### src/rtl/bost_pkg.sv
package bost_pkg;

  localparam int NUM_SLOTS = 2;
  localparam int SLOT_IDX_W = (NUM_SLOTS > 1) ? $clog2(NUM_SLOTS) : 1;

  typedef enum logic [2:0] {
    K_CLAIM_FILL  = 3'd0,
    K_BEGIN_FILL  = 3'd1,
    K_FINISH_FILL = 3'd2,
    K_CLAIM_CONS  = 3'd3,
    K_BEGIN_CONS  = 3'd4,
    K_CANCEL      = 3'd5,
    K_FINISH_CONS = 3'd6,
    K_QUERY       = 3'd7
  } kind_t;

  typedef enum logic [2:0] {
    STS_OK    = 3'd0,
    STS_NONE  = 3'd1,
    STS_WRONG = 3'd2,
    STS_RANGE = 3'd3,
    STS_BUSY  = 3'd4
  } sts_t;

  typedef enum logic [1:0] {
    SL_FREE     = 2'd0,
    SL_FILLING  = 2'd1,
    SL_READY    = 2'd2,
    SL_INFLIGHT = 2'd3
  } slot_st_t;

  typedef enum logic {
    CS_IDLE = 1'b0,
    CS_FULL = 1'b1
  } ctl_state_t;

  // controller -> datapath
  typedef struct packed {
    logic load;
  } dp_cmd_t;

endpackage

### src/rtl/bost_ctrl.sv
module bost_ctrl (
  input  logic              clk,
  input  logic              rst,
  input  logic              in_valid,
  output logic              in_ready,
  output logic              out_valid,
  input  logic              out_ready,
  output bost_pkg::dp_cmd_t cmd
);

  bost_pkg::ctl_state_t state, state_next;

  always_ff @(posedge clk) begin
    if (rst) begin
      state <= bost_pkg::CS_IDLE;
    end else begin
      state <= state_next;
    end
  end

  always_comb begin
    out_valid  = (state == bost_pkg::CS_FULL);
    // result slot frees up in the same cycle it is taken
    in_ready   = (state == bost_pkg::CS_IDLE) || out_ready;
    cmd.load   = in_valid && in_ready;
    state_next = state;
    unique case (state)
      bost_pkg::CS_IDLE: begin
        if (cmd.load) state_next = bost_pkg::CS_FULL;
      end
      bost_pkg::CS_FULL: begin
        if (!cmd.load && out_ready) state_next = bost_pkg::CS_IDLE;
      end
    endcase
  end

endmodule

### src/rtl/bost_dp.sv
module bost_dp (
  input  logic              clk,
  input  logic              rst,
  input  bost_pkg::dp_cmd_t cmd,
  input  logic [2:0]        kind,
  input  logic [2:0]        slot_index,
  output logic [2:0]        status,
  output logic [2:0]        result_slot,
  output logic [1:0]        slot_state,
  output logic              consumer_busy
);

  bost_pkg::slot_st_t slot_states [bost_pkg::NUM_SLOTS];
  bost_pkg::slot_st_t states_next [bost_pkg::NUM_SLOTS];

  logic                            busy, busy_next;
  logic                            free_found, ready_found;
  logic [bost_pkg::SLOT_IDX_W-1:0] free_idx, ready_idx, sel;
  logic                            in_range;
  bost_pkg::kind_t                 k;
  bost_pkg::sts_t                  sts;
  bost_pkg::slot_st_t              cur, need, nxt, rstate;
  logic [2:0]                      rslot;

  // any InFlight plus first Free / first Ready, lowest index wins
  always_comb begin
    busy        = 1'b0;
    free_found  = 1'b0;
    ready_found = 1'b0;
    free_idx    = '0;
    ready_idx   = '0;
    for (int i = bost_pkg::NUM_SLOTS - 1; i >= 0; i--) begin
      if (slot_states[i] == bost_pkg::SL_INFLIGHT) busy = 1'b1;
      if (slot_states[i] == bost_pkg::SL_FREE) begin
        free_found = 1'b1;
        free_idx   = bost_pkg::SLOT_IDX_W'(i);
      end
      if (slot_states[i] == bost_pkg::SL_READY) begin
        ready_found = 1'b1;
        ready_idx   = bost_pkg::SLOT_IDX_W'(i);
      end
    end
  end

  always_comb begin
    k           = bost_pkg::kind_t'(kind);
    sel         = slot_index[bost_pkg::SLOT_IDX_W-1:0];
    in_range    = ({1'b0, slot_index} < 4'(bost_pkg::NUM_SLOTS));
    states_next = slot_states;
    sts         = bost_pkg::STS_OK;
    rslot       = slot_index;
    rstate      = bost_pkg::SL_FREE;
    cur         = bost_pkg::SL_FREE;
    need        = bost_pkg::SL_FREE;
    nxt         = bost_pkg::SL_FREE;
    unique case (k)
      bost_pkg::K_CLAIM_FILL: begin
        rslot = '0;
        if (free_found) begin
          states_next[free_idx] = bost_pkg::SL_FILLING;
          rslot  = 3'(free_idx);
          rstate = bost_pkg::SL_FILLING;
        end else begin
          sts = bost_pkg::STS_NONE;
        end
      end
      bost_pkg::K_CLAIM_CONS: begin
        rslot = '0;
        if (busy) begin
          sts = bost_pkg::STS_BUSY;
        end else if (ready_found) begin
          states_next[ready_idx] = bost_pkg::SL_INFLIGHT;
          rslot  = 3'(ready_idx);
          rstate = bost_pkg::SL_INFLIGHT;
        end else begin
          sts = bost_pkg::STS_NONE;
        end
      end
      default: begin
        if (!in_range) begin
          sts = bost_pkg::STS_RANGE;
        end else begin
          cur = slot_states[sel];
          unique case (k)
            bost_pkg::K_BEGIN_FILL: begin
              need = bost_pkg::SL_FREE;     nxt = bost_pkg::SL_FILLING;
            end
            bost_pkg::K_FINISH_FILL: begin
              need = bost_pkg::SL_FILLING;  nxt = bost_pkg::SL_READY;
            end
            bost_pkg::K_BEGIN_CONS: begin
              need = bost_pkg::SL_READY;    nxt = bost_pkg::SL_INFLIGHT;
            end
            bost_pkg::K_CANCEL: begin
              need = bost_pkg::SL_INFLIGHT; nxt = bost_pkg::SL_READY;
            end
            bost_pkg::K_FINISH_CONS: begin
              need = bost_pkg::SL_INFLIGHT; nxt = bost_pkg::SL_FREE;
            end
            default: begin
              need = cur;                   nxt = cur;
            end
          endcase
          // state check comes before the busy check
          if (cur != need) begin
            sts    = bost_pkg::STS_WRONG;
            rstate = cur;
          end else if (k == bost_pkg::K_BEGIN_CONS && busy) begin
            sts    = bost_pkg::STS_BUSY;
            rstate = cur;
          end else begin
            states_next[sel] = nxt;
            rstate           = nxt;
          end
        end
      end
    endcase
  end

  always_comb begin
    busy_next = 1'b0;
    for (int i = 0; i < bost_pkg::NUM_SLOTS; i++) begin
      if (states_next[i] == bost_pkg::SL_INFLIGHT) busy_next = 1'b1;
    end
  end

  always_ff @(posedge clk) begin
    if (rst) begin
      for (int i = 0; i < bost_pkg::NUM_SLOTS; i++) begin
        slot_states[i] <= bost_pkg::SL_FREE;
      end
    end else if (cmd.load) begin
      slot_states <= states_next;
    end
  end

  // result register, payload only
  always_ff @(posedge clk) begin
    if (cmd.load) begin
      status        <= sts;
      result_slot   <= rslot;
      slot_state    <= rstate;
      consumer_busy <= busy_next;
    end
  end

endmodule

### src/rtl/buffer_slot_ownership_tracker_unit.sv
// Buffer slot ownership tracker.
//
// Input channel (in_valid / in_ready): one request per event, carrying
// kind (claim fill, begin fill, finish fill, claim consumer, begin
// consumer, cancel, finish consumer, query) and slot_index.
// Output channel (out_valid / out_ready): exactly one result per request:
// status, result_slot, slot_state and consumer_busy.
//
// Latency: the request is decoded and the slot table updated at the edge
// that accepts it; the result is valid from the next cycle on, held in a
// single output register.
// Throughput: one request per cycle. in_ready stays high while the output
// register is empty or is being drained in the same cycle, so the rate is
// set by the one-entry output register.
//
// Reset (rst, synchronous): every slot goes Free and the output register
// is emptied. When the receiver stalls, the result holds and in_ready
// drops until it is taken; no request is lost or dropped.
module buffer_slot_ownership_tracker_unit (
  input  logic       clk,
  input  logic       rst,
  input  logic       in_valid,
  output logic       in_ready,
  input  logic [2:0] kind,
  input  logic [2:0] slot_index,
  output logic       out_valid,
  input  logic       out_ready,
  output logic [2:0] status,
  output logic [2:0] result_slot,
  output logic [1:0] slot_state,
  output logic       consumer_busy
);

  bost_pkg::dp_cmd_t cmd;

  // handshake control: decides when a request is taken
  bost_ctrl u_ctrl (
    .clk       (clk),
    .rst       (rst),
    .in_valid  (in_valid),
    .in_ready  (in_ready),
    .out_valid (out_valid),
    .out_ready (out_ready),
    .cmd       (cmd)
  );

  // slot table, transition checks and result register
  bost_dp u_dp (
    .clk           (clk),
    .rst           (rst),
    .cmd           (cmd),
    .kind          (kind),
    .slot_index    (slot_index),
    .status        (status),
    .result_slot   (result_slot),
    .slot_state    (slot_state),
    .consumer_busy (consumer_busy)
  );

endmodule

### config.mk
export PLATFORM = sky130hd
export DESIGN_NAME = buffer_slot_ownership_tracker_unit
export DESIGN_NICKNAME = d
export VERILOG_FILES = /design/src/rtl/bost_pkg.sv /design/src/rtl/bost_ctrl.sv /design/src/rtl/bost_dp.sv /design/src/rtl/buffer_slot_ownership_tracker_unit.sv
export SDC_FILE = /design/constraint.sdc
export NUM_CORES = 1
export LEC_CHECK = 0
export ABC_AREA = 1
export BUFFER_PORTS_ARGS = -buffer_cell sky130_fd_sc_hd__buf_2
export CORE_MARGIN = 5
export CORE_UTILIZATION = 48
export DETAILED_ROUTE_END_ITERATION = 10
export PLACE_DENSITY_LB_ADDON = 0.05
export REMOVE_ABC_BUFFERS = 1
export SLEW_MARGIN = 40
export SYNTH_ARGS = -nofsm -noshare
export SYNTH_HDL_FRONTEND = slang
export SYNTH_SLANG_ARGS = --single-unit
### constraint.sdc
create_clock -name clk -period 1.45 [get_ports clk]
set_input_delay 0.145 -clock clk [delete_from_list [all_inputs] [get_ports clk]]
set_output_delay 0.145 -clock clk [all_outputs]
set_load 0.01 [all_outputs]
# Word level (Yosys, flattened, before mapping)

Index checks and enable logic that the tools add are counted.
Widths: inputs -> output; s select.

Register bits after elaboration: 14
Input bits: 10
Output and inout bits: 11
Logic and storage cells: 102

Magnitude comparators: 7
Equality and inequality tests: 13
Muxes and demuxes: 53
Bitwise operators: 8
Reductions and logical operators: 14

Operators with widths:

| kind               | number |
|---|---|
| $mux 2             | 15 |
| $mux 4             | 6 |
| $mux 1             | 16 |
| $pmux 2 s4         | 2 |
| $mux 3             | 5 |
| $eq 2x2->1 const B | 6 |
| $pmux 3 s2         | 2 |
| $eq 3x3->1 const B | 3 |
| $pmux 4 s2         | 1 |
| $demux 2 s1        | 3 |
| $eq 3x2->1 const B | 2 |
| $ge 2x2->1 const B | 3 |
| $logic_and 1x1->1  | 6 |
| $lt 2x1->1 const B | 3 |
| $not 1->2          | 3 |
| $reduce_or 2->1    | 3 |
| $bwmux 4           | 1 |
| $logic_not 2->1    | 2 |
| $or 4x4->4         | 1 |
| $pmux 2 s2         | 1 |
| $eq 3x1->1 const B | 1 |
| $logic_not 3->1    | 1 |
| $lt 3x2->1 const B | 1 |
| $and 2x2->2        | 1 |
| other kinds (7)    | 7 |

# Longest topological paths before layout

Gate-level depths: netlist (run 1).

Depth in word-level cells: 14
Depth in mapped cells: 14
Depth with buffers taken out: 14

# Hierarchy

A second synthesis (run 1) with hierarchy kept.

Cell total of the unflattened synthesis: 144
Area total of the unflattened synthesis: 1016.0 um2

By module, submodules not included:

| module    | times used | cells each | area an instance (um2) | seq. area each (um2) |
|---|---|---|---|---|
| bost_dp   | 1          | 138        | 968.4                  | 350.3 |
| bost_ctrl | 1          | 6          | 47.5                   | 20.0 |

# Worst setup path before layout (run 1)

OpenSTA, ideal clock, no wires.

Path kind: reg2reg
From: register u_dp.slot_states[1] (netlist name)
To: register u_dp.slot_state[0] (data pin)
Arrival: 1.238 ns
Data required time: 1.185 ns
Path slack: -0.052 ns
Cell stages (with the launch flop): 12
Path buffers: 0
Clock period less this slack: 1.502 ns
Cell sequence: dfxtp_1 > nand2_2 > nand3_1 > nand2_1 > nand2_2 > inv_2 > nor2_4 > inv_2 > nor2_4 > nand2_1 > o211ai_1 > nand3_1

Longest elaborated chain between the ends: 10
Elaborated cells on any way between the ends: 24
Those cells by class: 3 x eq/ne; 19 x mux; 2 x reduce/logical

Ends and longest elaborated chain:

| element                                   | line           | RTL |
|---|---|---|
| from (decl)                               | bost_dp.sv:13  | `bost_pkg::slot_st_t slot_states [bost_pkg::NUM_SLOTS];` |
| from (signal, indexed assignment)         | bost_dp.sv:130 | `slot_states[i] <= bost_pkg::SL_FREE;` |
| from (signal assigned)                    | bost_dp.sv:133 | `slot_states <= states_next;` |
| $mux 2 (not written as such) (3 in a row) | bost_dp.sv:83  | `cur = slot_states[sel];` |
| $pmux 2 s4                                | bost_dp.sv:84  | `unique case (k)` |
| $mux 2                                    | bost_dp.sv:80  | `if (!in_range) begin` |
| $mux 2                                    | bost_dp.sv:56  | `unique case (k)` |
| $ne 2x2->1                                | bost_dp.sv:105 | `if (cur != need) begin` |
| $mux 2                                    | bost_dp.sv:105 |  |
| $mux 2                                    | bost_dp.sv:80  |  |
| $pmux 2 s2 (*)                            | bost_dp.sv:56  |  |
| named net u_dp.rstate[0]                  | bost_dp.sv:22  | `bost_pkg::slot_st_t cur, need, nxt, rstate;` |
| to (signal assigned)                      | bost_dp.sv:142 | `slot_state <= rstate;` |
| to (decl)                                 | bost_dp.sv:9   | `output logic [1:0] slot_state,` |

The timed path passes the listed nets; every way through them passes the cells marked *. The select of a mux whose other input is x is not followed.
A chain may end at the register's enable or synchronous reset.

# Final worst setup path (run 1)

From: register u_dp.slot_states[0] (netlist name)
To: register u_dp.consumer_busy (data pin)

Longest elaborated chain between the ends: 14
Elaborated cells on any way between the ends: 49
Those cells by class: 4 x order compare; 5 x eq/ne; 30 x mux; 6 x bitwise; 4 x reduce/logical

Ends and longest elaborated chain:

| element                                                  | line                         | RTL |
|---|---|---|
| $eq 2x2->1 or $logic_not 2->1 (tied branches)            | bost_dp.sv:38, bost_dp.sv:34 |  |
| $mux 1 (on tied branches) (2 in a row)                   | bost_dp.sv:38, bost_dp.sv:34 |  |
| $not 1->2 (on tied branches)                             | bost_dp.sv:72, bost_dp.sv:60 |  |
| $ge 2x2->1 (not written as such) (tied with other cells) | bost_dp.sv:72                | `states_next[ready_idx] = bost_pkg::SL_INFLIGHT;` |
| $logic_and 1x1->1 (on tied branches)                     | bost_dp.sv:72, bost_dp.sv:60 |  |
| $mux 2 (on tied branches)                                | bost_dp.sv:72, bost_dp.sv:60 |  |
| $demux 2 s1 (on tied branches)                           | bost_dp.sv:72, bost_dp.sv:60 |  |
| $or 4x4->4 (no source line) or $not 2->2 (tied branches) | --                           |  |
| $mux 4 or $and 2x2->2 (tied branches)                    | --                           |  |
| $mux 4 (on tied branches)                                | bost_dp.sv:69, bost_dp.sv:59 |  |
| $pmux 4 s2 (*)                                           | bost_dp.sv:56                |  |
| $eq 2x2->1                                               | bost_dp.sv:123               | `if (states_next[i] == bost_pkg::SL_INFLIGHT) busy_next = 1'b1;` |
| $mux 1                                                   | bost_dp.sv:123               |  |
| to (signal assigned)                                     | bost_dp.sv:143               | `consumer_busy <= busy_next;` |
| to (decl)                                                | bost_dp.sv:10                | `output logic consumer_busy` |

Mark *: on every way between the ends. The rest lies on a longest branch, timed or not. The select of a mux whose other input is x is not followed.

==> load_flow_metrics.sql, run 1 <==
INSERT INTO impl_metrics (metric_group, metric, value, unit) VALUES
('status', 'status', 'finished with violations', ''),
('status', 'violations', 'setup timing', ''),
('critical_path', 'crit_top_cell', 'sky130_fd_sc_hd__nand2_1', ''),
('critical_path', 'critical_path.max_fanout', '4', ''),
('logic_synthesis', 'synth-compound-area-share', '13.5', '%'),
('floorplanning', 'io_pins', '21', ''),
('timing', 'rsz_0062_raised_after_global_routing', 'true', ''),
('grt', 'grt_antenna_before_repair', '0', ''),
('hold_path', 'timing.hold.worst_path_depth', '2', ''),
('clock_tree', 'cts_hold_buffers', '0', ''),
('critical_path', 'cp_data_required_time', '1.49', 'ns'),
('drt', 'final_antenna_net_count', '0', ''),
('critical_path', 'crit_family', 'flip-flops', ''),
('logic_synthesis', 'synth_xor_area_share', '0', '%'),
('logic_synthesis', 'synth.mux.area_fraction', '0', '%'),
('logic_synthesis', 'yosys.cell_types.count', '25', ''),
('timing', 'maxClockFrequency', '651', 'MHz'),
('pwr', 'p_leak', '0.752', 'nW'),
('place', 'dp_hpwl', '2140', 'um'),
('timing', 'final.setup.worst_slack', '-0.0860', 'ns'),
('cells_and_area', 'n_antenna_cell', '0', ''),
('logic_synthesis', 'synthesized_netlist_cell_count', '150', ''),
('grt', 'grt_use_total', '17.4', '%'),
('drt', 'detail_route.wl_per_cell', '11.5', 'um'),
('drt', 'drt_drc_violations_left', '0', ''),
('critical_path', 'reg2reg_path_depth', '10', ''),
('logic_synthesis', 'area_contributors_post_synth', 'sky130_fd_sc_hd__edfxtp_1 27%, sky130_fd_sc_hd__nand2_1 14%, sky130_fd_sc_hd__dfxtp_1 9.8%', ''),
('floorplanning', 'fp.coreArea', '2000', 'um2'),
('drt', 'route.final.wire_length', '2640', 'um'),
('grt', 'first_pass_grt_wire_length', '4350', 'um'),
('hold_path', 'holdCritStartpoint', 'rst', ''),
('clock_tree', 'numClockSinks', '14', ''),
('logic_synthesis', 'synthesis.area_per_instance', '6.79', 'um2'),
('critical_path', 'rr_endpoint', 'u_dp.consumer_busy', ''),
('timing', 'min_period_over_period', '106', '%'),
('critical_path', 'critical-path-max-stage-delay', '0.37', 'ns'),
('critical_path', 'startpoint', 'u_dp.slot_states[0]', ''),
('timing', 'final.min_clock_period', '1.54', 'ns'),
('grt', 'grt_max_degree', '12', ''),
('timing', 'clock-skew-final', '0.0147', 'ns'),
('timing', 'pin_slew_with_the_least_headroom_to_its_limit', '0.422', 'ns'),
('logic_synthesis', 'post_synth_most_frequent_cells', '38 x sky130_fd_sc_hd__nand2_1, 23 x sky130_fd_sc_hd__inv_1, 14 x sky130_fd_sc_hd__nor2_1', ''),
('cells_and_area', 'layout-area-overhead-vs-synth', '40.5', '%'),
('clock_tree', 'ctsLongestPathBuffers', '2', ''),
('logic_synthesis', 'synth-edff-count', '9', ''),
('grt', 'grt_pass1_vias', '1045', ''),
('timing', 'totalNegativeSetupSlack', '-0.146', 'ns'),
('critical_path', 'timing.critical_path.cells', 'inv_2 -> buf_4 -> buf_6 -> nand2_2 -> nor3_1 -> a21oi_1 -> o21a_1 -> nand2_1 -> nand2_1 -> nand2_1', ''),
('logic_synthesis', 'synth.ff_latch_count', '14', ''),
('clock_tree', 'clock_tree.root_cell', 'sky130_fd_sc_hd__clkbuf_4', ''),
('floorplanning', 'start_util', '50.9', '%'),
('drt', 'drt_first_iter_violations', '28', ''),
('logic_synthesis', 'yosys.cell_count.top_type', 'sky130_fd_sc_hd__nand2_1', ''),
('timing', 'timing.max_slew.rel_slack', '71.9', '%'),
('timing', 'timing.final.setup_violations', '2', ''),
('logic_synthesis', 'synth_warn', '0', ''),
('logic_synthesis', 'synth_largest_area_cell', 'sky130_fd_sc_hd__edfxtp_1', ''),
('grt', 'grt_overflow_total', '0', ''),
('pwr', 'totalPowerFinal', '1.11', 'mW'),
('critical_path', 'timing.critical_path.arrival', '1.57', 'ns'),
('place', 'port_buffers', '20', ''),
('critical_path', 'cp-end-kind', 'flip-flop', ''),
('pwr', 'power.density', '776', 'nW/um2'),
('cells_and_area', 'nets', '213', ''),
('logic_synthesis', 'synth_simple_gate_area_share', '39.4', '%'),
('logic_synthesis', 'mappedNetlistArea', '1020', 'um2'),
('hold_path', 'worst_hold_path_type', 'in -> reg', ''),
('floorplanning', 'die_h', '56.1', 'um'),
('drt', 'drt_pre_antenna_iters', '4', ''),
('critical_path', 'reg2reg_from', 'u_dp.slot_states[0]', ''),
('timing', 'hold_viol', '0', '');
-- routing by layer --
metal / up-vias / GRT usage, % / share of wire (%)
met1: 496 / 21.8 / 45
met3: 10 / 3.71 / 6.1
li1: 594 / - / -
met2: 33 / 27.7 / 46
met5: - / 0 / 0
met4: 0 / 9.49 / 2.8
-- flip-flops by register name (all words and copies together), names as in the netlist --
register / flops
u_dp.slot_states: 4
u_dp.result_slot: 3
u_dp.status: 3
u_dp.slot_state: 2
u_ctrl.out_valid: 1
u_dp.consumer_busy: 1
-- report_power, final --
group          internal, mW  switching, mW
Sequential            0.462         0.0152
Clock                 0.107          0.128
Combinational         0.173          0.226
Total                 0.742          0.369
-- final cells by class --
class                           count  area, um2  area share [%]
Inverter                           29        109            7.60
Clock buffer                        4       26.3            1.84
Timing Repair Buffer               48        314            21.9
Multi-Input combinational cell    107        571            39.9
Tap cell                           27       33.8            2.36
Sequential cell                    14        378            26.4
-- repair_timing --
item                       4_1_cts  5_1_grt
setup buffers                    3        1
setup endpoints to repair        6        8
resized for setup                9       11
pin swaps                        5        6
-- worst max-delay path by stage --
| stage | endpoint | cells past startpoint |
|---|---|---|
| floorplan | u_dp.slot_state[0] | 11 |
| global placement | u_dp.slot_state[0] | 13 |
| detailed placement | u_dp.slot_state[0] | 13 |
| CTS | u_dp.slot_state[0] | 12 |
| global route | u_dp.consumer_busy | 12 |
| finish | u_dp.consumer_busy | 10 |
-- logic make-up (layout without fill, tap and decap cells) --
logic type	after synthesis	in the layout
compound gates	23	23
flops	14	14
buf+inv	29	81
simple gates	84	84
-- stage by stage --
step,utilization (%),std cells,area [um2],setup WS [ns]
2_1_floorplan,-,150,1020,-0.0522
3_3_place_gp,66.6,221,1330,-0.0826
3_5_place_dp,66.6,221,1330,-0.135
4_1_cts,69.8,228,1400,-0.0857
5_1_grt,71.5,229,1430,-0.174
6_report,71.5,229,1430,-0.0860
-- layout by cell type (no fill, tap or decap), types with 2 or more instances in the layout --
cell type	instances
sky130_fd_sc_hd__a21oi_1	7
sky130_fd_sc_hd__buf_2	20
sky130_fd_sc_hd__buf_4	27
sky130_fd_sc_hd__clkbuf_4	3
sky130_fd_sc_hd__dfxtp_2	3
sky130_fd_sc_hd__edfxtp_1	9
sky130_fd_sc_hd__inv_1	20
sky130_fd_sc_hd__inv_2	9
sky130_fd_sc_hd__nand2_1	35
sky130_fd_sc_hd__nand2_2	10
sky130_fd_sc_hd__nand3_1	10
sky130_fd_sc_hd__nand3_2	3
sky130_fd_sc_hd__nand4_1	4
sky130_fd_sc_hd__nor2_1	13
sky130_fd_sc_hd__nor2_2	3
sky130_fd_sc_hd__nor2_4	3
sky130_fd_sc_hd__nor3_1	2
sky130_fd_sc_hd__o21ai_0	3
sky130_fd_sc_hd__o21ai_1	3
sky130_fd_sc_hd__o21ai_2	2
sky130_fd_sc_hd__o22ai_1	2
Note: power is estimated with default switching activity, not from simulation.
==> run 2, diff against run 1 <==
- ABC_AREA: 1 -> default
- CORE_UTILIZATION: 48 -> 54
- clock period: 1.45 -> 1.8 ns (I/O delays scaled with it)
==> run 2 against run 1 <==
The flow still finishes with violations (setup timing). Count of clock-buffer cells in the layout did not move. Global-route usage rose by 3.4 points. First-iteration DRC count rose by 71%. Register-to-register slack got worse by 0.27 ns. Utilization rose by 3.1 points. Total power fell by 26%. Critical endpoint unchanged. Largest power group unchanged. Highest routed layer unchanged.
==> load_flow_metrics.sql, run 2 <==
INSERT INTO impl_metrics (metric_group, metric, value, unit) VALUES
('grt', 'global_routing_usage_on_met2', '36.5', '%'),
('timing', 'final.min_clock_period', '2.16', 'ns'),
('timing', 'hold_viol', '0', ''),
('floorplanning', 'start_util', '56.4', '%'),
('logic_synthesis', 'yosys_most_used_dff', 'sky130_fd_sc_hd__edfxtp_1', ''),
('grt', 'grt_use_total', '20.8', '%'),
('grt', 'grt_use_met1', '24.8', '%'),
('timing', 'timing.final.setup_violations', '7', ''),
('drt', 'viasPerCell', '5.68', ''),
('grt', 'grt_pass1_vias', '1143', ''),
('logic_synthesis', 'synth-edff-count', '9', ''),
('logic_synthesis', 'synth_largest_area_cell', 'sky130_fd_sc_hd__edfxtp_1', ''),
('place', 'port_buffers', '20', ''),
('logic_synthesis', 'synth_simple_gate_area_share', '24.2', '%'),
('drt', 'drt_pre_antenna_iters', '4', ''),
('timing', 'slew_viol_final', '0', ''),
('drt', 'num_vias', '1142', ''),
('pwr', 'p_leak', '0.655', 'nW'),
('critical_path', 'timing.critical_path.from_type', 'flip-flop', ''),
('grt', 'grt_overflow_total', '0', ''),
('run', 'drv.max_cap_violation_count', '0', ''),
('grt', 'grt_antenna_before_repair', '0', ''),
('logic_synthesis', 'synth.ff_latch_count', '14', ''),
('drt', 'route.final.wire_length', '3000', 'um'),
('clock_tree', 'post_cts.repair.setup_buffers', '0', ''),
('cells_and_area', 'nets', '185', ''),
('cells_and_area', 'layout-area-overhead-vs-synth', '32.4', '%'),
('timing', 'maxClockFrequency', '464', 'MHz'),
('floorplanning', 'io_pins', '21', ''),
('clock_tree', 'tritoncts_clock_tree', 'built', ''),
('timing', 'totalNegativeSetupSlack', '-1.40', 'ns'),
('critical_path', 'cp_data_required_time', '1.85', 'ns'),
('clock_tree', 'cts_buffers', '3', ''),
('timing', 'clock-skew-final', '0.00367', 'ns'),
('cells_and_area', 'regMostFlops', 'u_dp.slot_states', ''),
('grt', 'met3_usage', '3.96', '%'),
('clock_tree', 'cts_hold_buffers', '0', ''),
('grt', 'grt_max_degree', '14', ''),
('logic_synthesis', 'area_contributors_post_synth', 'sky130_fd_sc_hd__edfxtp_1 24%, sky130_fd_sc_hd__dfxtp_1 9.0%, sky130_fd_sc_hd__nor2_1 6.4%', ''),
('logic_synthesis', 'post-synth-top-area-fraction', '24.4', '%'),
('critical_path', 'critical_path.max_fanout', '6', ''),
('cells_and_area', 'final_layout_size_suffix_gt1_share', '36.2', '%'),
('cells_and_area', 'n_antenna_cell', '0', ''),
('hold_path', 'worst_hold_path_type', 'in -> reg', ''),
('timing', 'min_period_over_period', '120', '%'),
('logic_synthesis', 'yosys.cell_types.count', '40', ''),
('cells_and_area', 'most-common-layout-cells', '29 x sky130_fd_sc_hd__buf_4, 20 x sky130_fd_sc_hd__buf_2, 19 x sky130_fd_sc_hd__nor2_1', ''),
('cells_and_area', 'layout.filler_cells', '185', ''),
('drt', 'drt_first_iter_violations', '48', ''),
('timing', 'timing.max_slew.rel_slack', '71.7', '%'),
('cells_and_area', 'top_regs', 'u_dp.slot_states x4, u_dp.result_slot x3, u_dp.status x3', ''),
('clock_tree', 'htree_num_levels', '1', ''),
('timing', 'pin_slew_with_the_least_headroom_to_its_limit', '0.425', 'ns'),
('critical_path', 'timing.critical_path.arrival', '2.20', 'ns'),
('place', 'gp_congestion', '0.908', ''),
('logic_synthesis', 'synth-compound-area-share', '21.4', '%'),
('logic_synthesis', 'synthesized_area_fraction_occupied_by_adder_cells', '0.905', '%'),
('clock_tree', 'clock_tree.root_cell', 'sky130_fd_sc_hd__clkbuf_4', ''),
('cells_and_area', 'layout_commonest_cell', 'sky130_fd_sc_hd__buf_4', ''),
('floorplanning', 'design.die.area', '3050', 'um2'),
('status', 'status', 'finished with violations', ''),
('clock_tree', 'ctsLongestPathBuffers', '2', ''),
('logic_synthesis', 'synth_async_sr_flop_share', '0', '%'),
('clock_tree', 'clkTransAtPathRegs', '0.09', 'ns'),
('critical_path', 'timing.setup.critical_path_class', 'reg -> reg', ''),
('timing', 'rsz_0062_raised_after_global_routing', 'true', ''),
('timing', 'final.setup.worst_slack', '-0.356', 'ns'),
('cells_and_area', 'max_ffs_per_register', '4', ''),
('logic_synthesis', 'synth_xor_area_share', '0', '%'),
('drt', 'detail_route.wl_per_cell', '14.9', 'um'),
('clock_tree', 'clkLatencyLatePin', '0.29', 'ns'),
('logic_synthesis', 'synthesized_netlist_cell_count', '128', ''),
('floorplanning', 'std_cell_rows', '16', ''),
('pwr', 'power.density', '558', 'nW/um2'),
('grt', 'gr-max-usage-layer', 'met2', ''),
('floorplanning', 'fp.coreArea', '1960', 'um2'),
('place', 'dp_hpwl', '2340', 'um'),
('pwr', 'ir_drop', '0.362', 'mV'),
('floorplanning', 'die_h', '55.3', 'um'),
('logic_synthesis', 'synth.mux.area_fraction', '13.6', '%'),
('critical_path', 'cp-end-kind', 'flip-flop', ''),
('logic_synthesis', 'synthesis.area_per_instance', '8.64', 'um2'),
('logic_synthesis', 'yosys.cell_count.top_type', 'sky130_fd_sc_hd__nor2_1', ''),
('cells_and_area', 'final-instance-count-excl-fill', '201', ''),
('grt', 'first_pass_grt_wire_length', '5130', 'um'),
('floorplanning', 'die-width', '55.3', 'um'),
('logic_synthesis', 'synth_warn', '0', ''),
('place', 'place_inst', '197', ''),
('logic_synthesis', 'synth-seq-area-share', '33.5', '%'),
('logic_synthesis', 'post_synth_most_frequent_cells', '19 x sky130_fd_sc_hd__nor2_1, 10 x sky130_fd_sc_hd__a21oi_1, 9 x sky130_fd_sc_hd__edfxtp_1', ''),
('clock_tree', 'numClockSinks', '14', ''),
('status', 'violations', 'setup timing', ''),
('drt', 'drt_drc_violations_left', '0', ''),
('logic_synthesis', 'main_combinational_cell_family_by_area_after_synthesis', 'simple AND/OR/NAND/NOR gates', ''),
('logic_synthesis', 'mappedNetlistArea', '1110', 'um2'),
('drt', 'final_antenna_net_count', '0', '');
-- run 2: changes by cell type after synthesis, sizes merged, moves of 3 or more --
cell    previous run  this run
clkbuf             0         5
nand3             13         4
inv               29         7
buf                0         3
nand2             46         7
mux2               0         7
mux2i              0         6
nor2b              0         6
a21oi              7        10
o21ai              8         5
nor3               2         5
-- run 2: final cells by class --
cell class	count	area [um2]	area share, %
well taps	27	33.8	2.31
clock buffers	4	26.3	1.79
multi-input cells	99	668	45.6
repair buffers	50	338	23.1
inverters	7	26.3	1.79
flip-flops and latches	14	372	25.4
-- run 2: per-layer routing --
metal / vias up / routed length, um
met5: - / 0
met4: 0 / 62
met3: 7 / 156
met2: 40 / 1480
met1: 533 / 1300
li1: 562 / -
-- run 2: cell families after synthesis --
kind of cell	Yosys count
simple gates	51
compound gates	34
buf+inv	15
flops	14
mux	13
fa+ha+maj	1
-- run 2: metrics by stage --
stage | power, mW | area [um2] | setup WS [ns] | hold WS, ns | utilization [%]
after global placement | 0.608 | 1430 | -0.337 | 0.426 | 73.0
after detailed placement | 0.617 | 1430 | -0.377 | 0.429 | 73.0
after floorplan | 0.495 | 1060 | -0.432 | 0.249 | -
final | 0.817 | 1460 | -0.356 | 0.122 | 74.6
after global routing | 0.857 | 1460 | -0.438 | 0.124 | 74.6
after CTS | 0.817 | 1460 | -0.360 | 0.117 | 74.4
-- run 2: timing repair --
| item | CTS | global route |
|---|---|---|
| gates cloned | 0 | 0 |
| pin swaps | 1 | 1 |
| gates resized for setup | 1 | 1 |
| endpoints found under the setup margin | 7 | 7 |
-- run 2: report_power, final --
group          internal (mW)  total (mW)  switching (mW)
Sequential             0.363       0.371         0.00732
Combinational          0.116       0.244           0.128
Clock                 0.0863       0.202           0.116
-- run 2: final timing paths --
check / startpoint / end / slack (ns) / depth (start not counted)
setup / recovery: u_dp.slot_states[0] / u_dp.consumer_busy / -0.36 / 6
hold / removal: rst / u_ctrl.out_valid / 0.12 / 2
setup reg to reg: u_dp.slot_states[0] / u_dp.consumer_busy / -0.36 / 6
hold reg to reg: u_ctrl.out_valid / u_ctrl.out_valid / 0.53 / 2
-- run 2: critical path, cell delays in order (launching register included) --
cell	delay [ns]
sky130_fd_sc_hd__dfxtp_2	0.36
sky130_fd_sc_hd__mux2_4	0.28
sky130_fd_sc_hd__o311ai_2	0.27
sky130_fd_sc_hd__a32o_2	0.30
sky130_fd_sc_hd__nand3_1	0.13
sky130_fd_sc_hd__a221o_1	0.35
sky130_fd_sc_hd__a32o_1	0.21
